File: config.mk
export PLATFORM = sky130hd
export DESIGN_NAME = idiv64_step
export DESIGN_NICKNAME = d
export VERILOG_FILES = /design/src/rtl/idiv64_pkg.sv /design/src/rtl/idiv64_step.sv
export SDC_FILE = /design/constraint.sdc
export NUM_CORES = 1
export LEC_CHECK = 0
export BUFFER_PORTS_ARGS = -buffer_cell sky130_fd_sc_hd__buf_2
export CAP_MARGIN = 20
export CORE_AREA = 2 2 154 141
export DETAILED_ROUTE_END_ITERATION = 6
export DIE_AREA = 0 0 156 143
export SLEW_MARGIN = 20
export SYNTH_ARGS = -nofsm -noshare
export SYNTH_HDL_FRONTEND = slang
export SYNTH_SLANG_ARGS = --single-unit
File: constraint.sdc
create_clock -name vclk -period 8.89
set_clock_uncertainty 0.2 [all_clocks]
set_input_delay 0.889 -clock vclk [all_inputs]
set_output_delay 0.889 -clock vclk [all_outputs]
set_load 0.05 [all_outputs]
File: src/rtl/idiv64_pkg.sv
package idiv64_pkg;

	localparam int DATA_W  = 64;
	localparam int WORD_W  = 32;
	// One quotient bit is retired by each divide stage.
	localparam int STEPS   = DATA_W;
	// Operand stage, the divide stages and the result stage.
	localparam int LATENCY = STEPS + 2;

	typedef enum logic [1:0] {
		OP_DIV  = 2'd0,
		OP_DIVU = 2'd1,
		OP_REM  = 2'd2,
		OP_REMU = 2'd3
	} op_t;

	typedef struct packed {
		logic is_rem;
		logic invert;
		logic word;
		logic sext;
		logic zero;
	} ctrl_t;

endpackage

File: src/rtl/idiv64_step.sv
// One restoring step: brings down the next dividend bit, tries to subtract the
// divisor and shifts the resulting quotient bit into the low end of nq.
module idiv64_step (
	input  logic [idiv64_pkg::DATA_W-1:0] rem,
	input  logic [idiv64_pkg::DATA_W-1:0] nq,
	input  logic [idiv64_pkg::DATA_W-1:0] den,
	output logic [idiv64_pkg::DATA_W-1:0] rem_next,
	output logic [idiv64_pkg::DATA_W-1:0] nq_next
);

	logic [idiv64_pkg::DATA_W:0]   shifted;
	logic [idiv64_pkg::DATA_W+1:0] diff;
	logic                          fits;

	always_comb begin
		shifted  = {rem, nq[idiv64_pkg::DATA_W-1]};
		diff     = {1'b0, shifted} - {2'b00, den};
		fits     = ~diff[idiv64_pkg::DATA_W+1];
		rem_next = fits ? diff[idiv64_pkg::DATA_W-1:0] : shifted[idiv64_pkg::DATA_W-1:0];
		nq_next  = {nq[idiv64_pkg::DATA_W-2:0], fits};
	end

endmodule

# Word level (Yosys, flattened, before mapping)

Index checks and enable logic that the tools add are counted.
Widths: inputs -> output; s select.

$add $sub $neg: 1
Multipliers: 0
Divide/modulo/power cells: 0
$lt $le $gt $ge: 0
Eq/ne operators: 0
Shifts and indexed selects: 0
Multiplexer cells: 1
Bitwise logic cells: 1
Reductions and logical operators: 0

Operator list:

| cell           | number |
|---|---|
| $sub 65x64->66 | 1 |
| $mux 64        | 1 |
| $not 1->1      | 1 |

Bits in registers: 0
Latch bits: 0
Bits in writable memories: 0
Bits in read-only memories: 0
Bits of input ports: 192
Output and inout port bits: 128
Word-level logic and storage cells: 3
Memories kept: 0

# Longest topological paths before layout

Gate-level depths: netlist of the first run.

Depth in word-level cells: 2
Mapped depth: 15
Gate-level depth less buffers: 14

# Worst setup path after synthesis of the first run

OpenSTA, ideal clock, no wires.

Path type: input to output
Start: input den[10] in the netlist's numbering
End: output rem_next[13] in the netlist's numbering
Arrival time: 4,020 ps
Data required time: 7,801 ps
Slack: 3,781 ps
Stages: 14
Buffers on the path: 3
Cells stage by stage: inv_1 -> ha_1 -> buf_2 -> a21oi_1 -> o21ai_0 -> a21o_1 -> a221o_2 -> a31oi_2 -> o41ai_4 -> a211oi_2 -> o31ai_4 -> buf_4 -> buf_2 -> a21oi_1

Longest elaborated chain between the ends: 2

RTL lines:

| item               | RTL line          | RTL |
|---|---|---|
| start: declaration | idiv64_step.sv:6  | `input logic [idiv64_pkg::DATA_W-1:0] den,` |
| $sub 65x64->66     | idiv64_step.sv:17 | `diff = {1'b0, shifted} - {2'b00, den};` |
| $mux 64            | idiv64_step.sv:19 | `rem_next = fits ? diff[idiv64_pkg::DATA_W-1:0] : shifted[idiv64_pkg::DATA_W-1:0];` |
| end: declaration   | idiv64_step.sv:7  | `output logic [idiv64_pkg::DATA_W-1:0] rem_next,` |

No other way between the ends.

# Final worst setup path of the first run

Start: input rem[3] in the netlist's numbering
End: output rem_next[1] in the netlist's numbering

Longest elaborated chain between the ends: 2

RTL lines:

| item               | RTL line          | RTL |
|---|---|---|
| start: declaration | idiv64_step.sv:4  | `input logic [idiv64_pkg::DATA_W-1:0] rem,` |
| $sub 65x64->66     | idiv64_step.sv:17 |  |
| $mux 64            | idiv64_step.sv:19 |  |

No other way between the ends.

==> reports/qor.txt, run 1 <==
Final GP Congestion: 0.888
max_cap viols: 0
most common cell after layout, fill and taps aside: buf_2
total die area: 0.0223 mm2
crit share post-route: 0.637
startpoint types: input port
Leak: 3.00 nW
Rows: 50
hold bufs inserted after CTS: 0
Worst Path Required: 7.80 ns
Worst Hold Class: input port to output pin
setup ws final: 3.23 ns
Die X: 156 um
Layout Nets: 1,170
Initial Util: 0.247
Layout area overhead: 13.6%
Iteration-0 DRC Markers: 325
DRC errors left: 0
worst vdd ir: 0.0556 mV
worst slack, placed: 2.95 ns
io pins: 320
layout cell share with drive strength beyond 1: 0.238
synthesized cell area: 0.00508 mm2
# clk buffers: 0
via count: 5,737
FFs & Latches: 0
GRT overflow: 0
power per cell area: 120 mW/mm2
clock period minus worst slack: 5.66 ns
RSZ-0062 raised after global routing: no
antenna violation net count after detailed routing: 0
total global routing track utilization: 0.140
DR WL/cell: 14.3 um
crit end category: output pin
largest net degree at the start of global routing: 116
placed wire-length estimate: 14,500 um
commonest cells after routing, fill and taps aside: buf_2, a21oi_1, nor2_1
1st-pass router iterations: 5
Final setup viols: 0
worst rel slew slack: 0.466
Seq/Total Area, Yosys: 0
final wirelength: 16,700 um
Mapped Nets: 1,064
global-route wire length before repair: 26,300 um
final hold vios: 0
Mapped Avg Cell Area: 6.29 um2
status: finished clean
placed insts: 1,171
die height: 143 um
vias in the first global route: 5,386
WP data arrival: 4.57 ns
Slew Limit Fails: 0
Slew @ Worst Pin: 0.801 ns
post-CTS setup buffer count: 0
# resized after CTS: 0
Final Non-Filler Cells: 1,171
Crit Path Max Fanout: 115
Max Fclk: 0.177 GHz
port bufs: 194
area of the core: 0.0206 mm2
diodes inserted: 0
via/cell ratio: 4.90
area occupied by registers: 0 um2
Synth cell types: 59
Yosys warnings: 0
post-route core utilization: 0.280
setup TNS: 0 ns
Synth Instances: 807
initial antenna violation count: 0
critical path class: input port to output pin
synthesized netlist by cell type, drive strengths merged, types with 3 or more instances:
cell type	instances	area, um2
a21oi	133	666
nor2	96	360
inv	86	323
buf	79	569
nand2	71	267
ha	64	801
o21ai	31	155
xnor2	31	272
a21o	26	195
xor2	26	228
o21bai	13	97.6
clkbuf	12	46.3
mux2	12	135
nand3	12	60.1
nand4	12	75.1
a31oi	11	75.1
a211oi	9	72.6
o211ai	7	57.6
o21a	7	52.6
and3	6	37.5
nor2b	5	31.3
a31o	4	35.0
nor3	4	20.0
o221ai	4	35.0
or3	4	25.0
a221oi	3	26.3
and2	3	18.8
per-stage QoR:
step	power (W)	hold WS (ns)	cell area (um2)
3_3_place_gp	0.000690	1.58	5770
4_1_cts	0.000693	1.58	5770
3_5_place_dp	0.000689	1.58	5770
2_1_floorplan	0.000605	1.75	5080
6_report	0.000690	1.58	5770
5_1_grt	0.000746	1.58	5770
critical path, stage by stage:
cell      delay [ns]
buf_2           0.10
ha_1            0.37
o211ai_1        0.12
a21o_1          0.19
a21oi_1         0.28
a221o_2         0.26
a31oi_2         0.20
o41ai_4         0.48
a211oi_2        0.18
o31ai_4         0.20
buf_6           0.64
mux2_2          0.41
buf_2           0.21
cells by family (layout without fill, tap and decap cells):
family / count (synthesis) / after routing / synth area share
adders and majority gates: 65 / 65 / 0.162
and+or+nand+nor: 226 / 226 / 0.195
xor gates and xnor gates: 57 / 57 / 0.0983
buffers and inverters: 177 / 281 / 0.185
muxes: 14 / 14 / 0.0305
AOI/OAI and AO/OA: 268 / 268 / 0.330
cell type report:
type                       count  area, um2
fill                        2338      14800
multi-input combinational    630       4140
timing repair buffer         195        982
tap                          260        325
inverter                      86        323
path summary, 6_finish.rpt:
path | from | cells past startpoint | slack [ns] | to
max | rem[3] | 13 | 3.23 | rem_next[1]
min | nq[11] | 0 | 1.58 | nq_next[12]
layer usage:
metal	part of all wire	track usage	wire (um)	vias up
met3	0.058	0.0134	973	16
met5	0	0	0	-
li1	-	-	-	2965
met1	0.49	0.202	8170	2550
met2	0.44	0.233	7400	206
met4	0.013	0.0174	212	0
power breakdown:
part	internal, W	total (W)	switching (W)
logic	0.000212	0.000690	0.000479
clock network	0	0	0
registers	0	0	0
No activity file was read; power rests on OpenSTA's default activity.
==> run 2, diff against run 1 <==
- ABC_AREA: default -> 1
- CORE_AREA: 2 2 154 141 -> 2 2 188 171
- DIE_AREA: 0 0 156 143 -> 0 0 190 173
- clock period: 8.89 -> 5.5 ns (I/O delays scaled with it)
==> run 2 against run 1 <==
Effect of this change: sequential share of layout area unchanged; global-route usage grew 4.3 points; core utilization shrank 0.31 points; wire length grew 86%; critical path depth rose by 3; die area rose by 47%; largest power group unchanged; highest routed layer unchanged.
==> reports/qor.txt, run 2 <==
sw frac: 0.734 (+0.0404)
Fill cells: 3,718 (+59%)
area share of the largest cell type after synthesis: 0.339 (+0.182)
critical path class: input port to output pin
diodes inserted: 0 (unchanged)
slowest stage cell, crit path: ha_1
Slew Limit Fails: 0 (unchanged)
Final Total Pwr: 0.00129 W (+88%)
most common cell after layout, fill and taps aside: nand2_1
placed wire-length estimate: 27,700 um (+92%)
busiest grt layer: met2
final wirelength: 31,100 um (+86%)
largest net degree at the start of global routing: 64 (-45%)
crit path capture: rem_next[60]
global-route wire length before repair: 48,100 um (+83%)
routing usage on met1: 0.266 (+0.0637)
status: finished clean
Synth cell types: 35 (-41%)
placed insts: 2,142 (+83%)
Final setup viols: 0 (unchanged)
most common library cells after synthesis: nand2_1, inv_1, nand3_1, nor2_1
final hold vios: 0 (unchanged)
area leader, netlist: nand2_1
Clock power frac: 0 (unchanged)
clock period minus worst slack: 4.11 ns
io pins: 320 (unchanged)
post-route core utilization: 0.277 (-0.00314)
commonest cells after routing, fill and taps aside: nand2_1, inv_1, buf_2
Iteration-0 DRC Markers: 606 (+86%)
worst vdd ir: 0.104 mV (+87%)
met3 GRT Util: 0.0173 (+0.00390)
WP data arrival: 3.36 ns (-1.21 ns)
Leak: 5.85 nW (+95%)
GR Layer Usage met2: 0.295 (+0.0622)
hold bufs inserted after CTS: 0 (unchanged)
most common cell in the netlist: nand2_1
FFs & Latches: 0 (unchanged)
area occupied by registers: 0 um2 (unchanged)
CP top delay family: simple AND/OR/NAND/NOR gates
crit share post-route: 0.747
register share of total power: 0 (unchanged)
peak per-stage delay on the critical path: 0.35 ns (-0.29 ns)
antenna violation net count after detailed routing: 0 (unchanged)
Mapped Nets: 1,877 (+76%)
worst rel slew slack: 0.513 (+0.0471)
most frequent CP cell: nand2_1
synthesized cell area: 0.00762 mm2 (+50%)
Rows: 61 (+22%)
# resized after CTS: 0 (unchanged)
via/cell ratio: 4.42 (-9.7%)
setup TNS: 0 ns (unchanged)
area of the core: 0.0308 mm2 (+49%)
Final Non-Filler Cells: 2,142 (+83%)
Crit Path Max Fanout: 37 (-68%)
DR WL/cell: 14.5 um (+1.5%)
Seq/Total Area, Yosys: 0 (unchanged)
port bufs: 194 (unchanged)
via count: 9,475 (+65%)
WP buf/inv: 3 (unchanged)
RSZ-0062 raised after global routing: no
Critical Path Start: rem[4]
post-CTS setup buffer count: 0 (unchanged)
Mapped Avg Cell Area: 4.71 um2 (-25%)
# clk buffers: 0 (unchanged)
Max Fclk: 0.244 GHz
total die area: 0.0329 mm2 (+47%)
vias in the first global route: 9,137 (+70%)
1st-pass router iterations: 5 (unchanged)
Pint: 0.000344 W (+63%)
Initial Util: 0.248 (+0.00115)
Slew @ Worst Pin: 0.731 ns (-0.0707 ns)
startpoint types: input port
DRC errors left: 0 (unchanged)
Synth Instances: 1,620 (+100%)
leading post-synthesis cells by cell area: nand2_1, inv_1, ha_1, nand3_1, buf_4
total global routing track utilization: 0.184 (+0.0431)
layout cell share with drive strength beyond 1: 0.138 (-0.100)
Sw Pwr: 0.000950 W (+98%)
Layout Nets: 1,992 (+70%)
die height: 173 um (+21%)
GRT overflow: 0 (unchanged)
Worst Hold Class: input port to output pin
Yosys warnings: 0 (unchanged)
Comb pwr share: 1.000 (about the same)
initial antenna violation count: 0 (unchanged)
CP cell instances: buf_2 -> ha_1 -> nand2_1 -> nor2_2 -> nand3_1 -> nand3_2 -> nand2_1 -> nand2_2 -> nand2_1 -> nand2_2 -> nand2_4 -> nand2_4 -> buf_12 -> nand3_1 -> nand2_1 -> buf_2
Layout area overhead: 11.8%
max_cap viols: 0 (unchanged)
Final GP Congestion: 0.944 (+6.3%)
Worst Path Required: 4.75 ns (-3.05 ns)
crit end category: output pin
power per cell area: 152 mW/mm2 (+27%)
Die X: 190 um (+22%)
CP Depth: 16 (+3)
[run 2: changes by cell type in the layout (fill, tap and decap cells not counted), moves of 10 or more]
cell / before / now
inv_1: 86 / 374
a21o_1: 26 / 0
nand3_1: 12 / 136
a31oi_1: 10 / 0
nor2_1: 96 / 107
nand3_2: 0 / 11
xnor2_1: 31 / 1
nand2_1: 71 / 689
o21ai_0: 28 / 4
a21oi_1: 133 / 43
o21bai_1: 13 / 1
[run 2: worst min path at each step]
stage	end	startpoint	cells past startpoint	slack (ns)
6_report	nq_next[13]	nq[12]	0	0.90
4_1_cts	nq_next[19]	nq[18]	0	0.90
3_3_place_gp	nq_next[19]	nq[18]	0	0.90
5_1_grt	nq_next[6]	nq[5]	0	0.90
2_1_floorplan	nq_next[10]	nq[9]	1	1.07
3_5_place_dp	nq_next[19]	nq[18]	0	0.90
[run 2: routing by layer]
layer | routed length, um | vias up
li1 | - | 4976
met1 | 15500 | 4199
met2 | 13200 | 266
met3 | 1830 | 34
met4 | 576 | 0
met5 | 0 | -
[run 2: layout make-up]
| cell class | instances | area (um2) | area share |
|---|---|---|---|
| multi-input cells | 1152 | 5570 | 0.653 |
| well taps | 409 | 512 | 0.0600 |
| inverters | 384 | 1440 | 0.169 |
| repair buffers | 197 | 1010 | 0.118 |
[run 2: per-stage QoR]
step / area [um2] / hold slack (ns) / setup slack (ns)
floorplan: 7620 / 1.07 / 1.77
global placement: 8530 / 0.900 / 1.41
detailed placement: 8530 / 0.900 / 1.40
CTS: 8530 / 0.900 / 1.39
global route: 8530 / 0.900 / 1.19
finish: 8530 / 0.900 / 1.39
[run 2: logic make-up after synthesis]
group	share of synthesized area
xor+xnor	0.0356
buf+inv	0.270
compound gates	0.0348
simple gates	0.552
fa+ha+maj	0.108
[run 2: power groups by stage]
stage          clock network (W)  logic [W]  registers [W]
4_1_cts                        0    0.00129              0
6_report                       0    0.00129              0
2_1_floorplan                  0    0.00105              0
3_5_place_dp                   0    0.00129              0
3_3_place_gp                   0    0.00129              0
5_1_grt                        0    0.00141              0
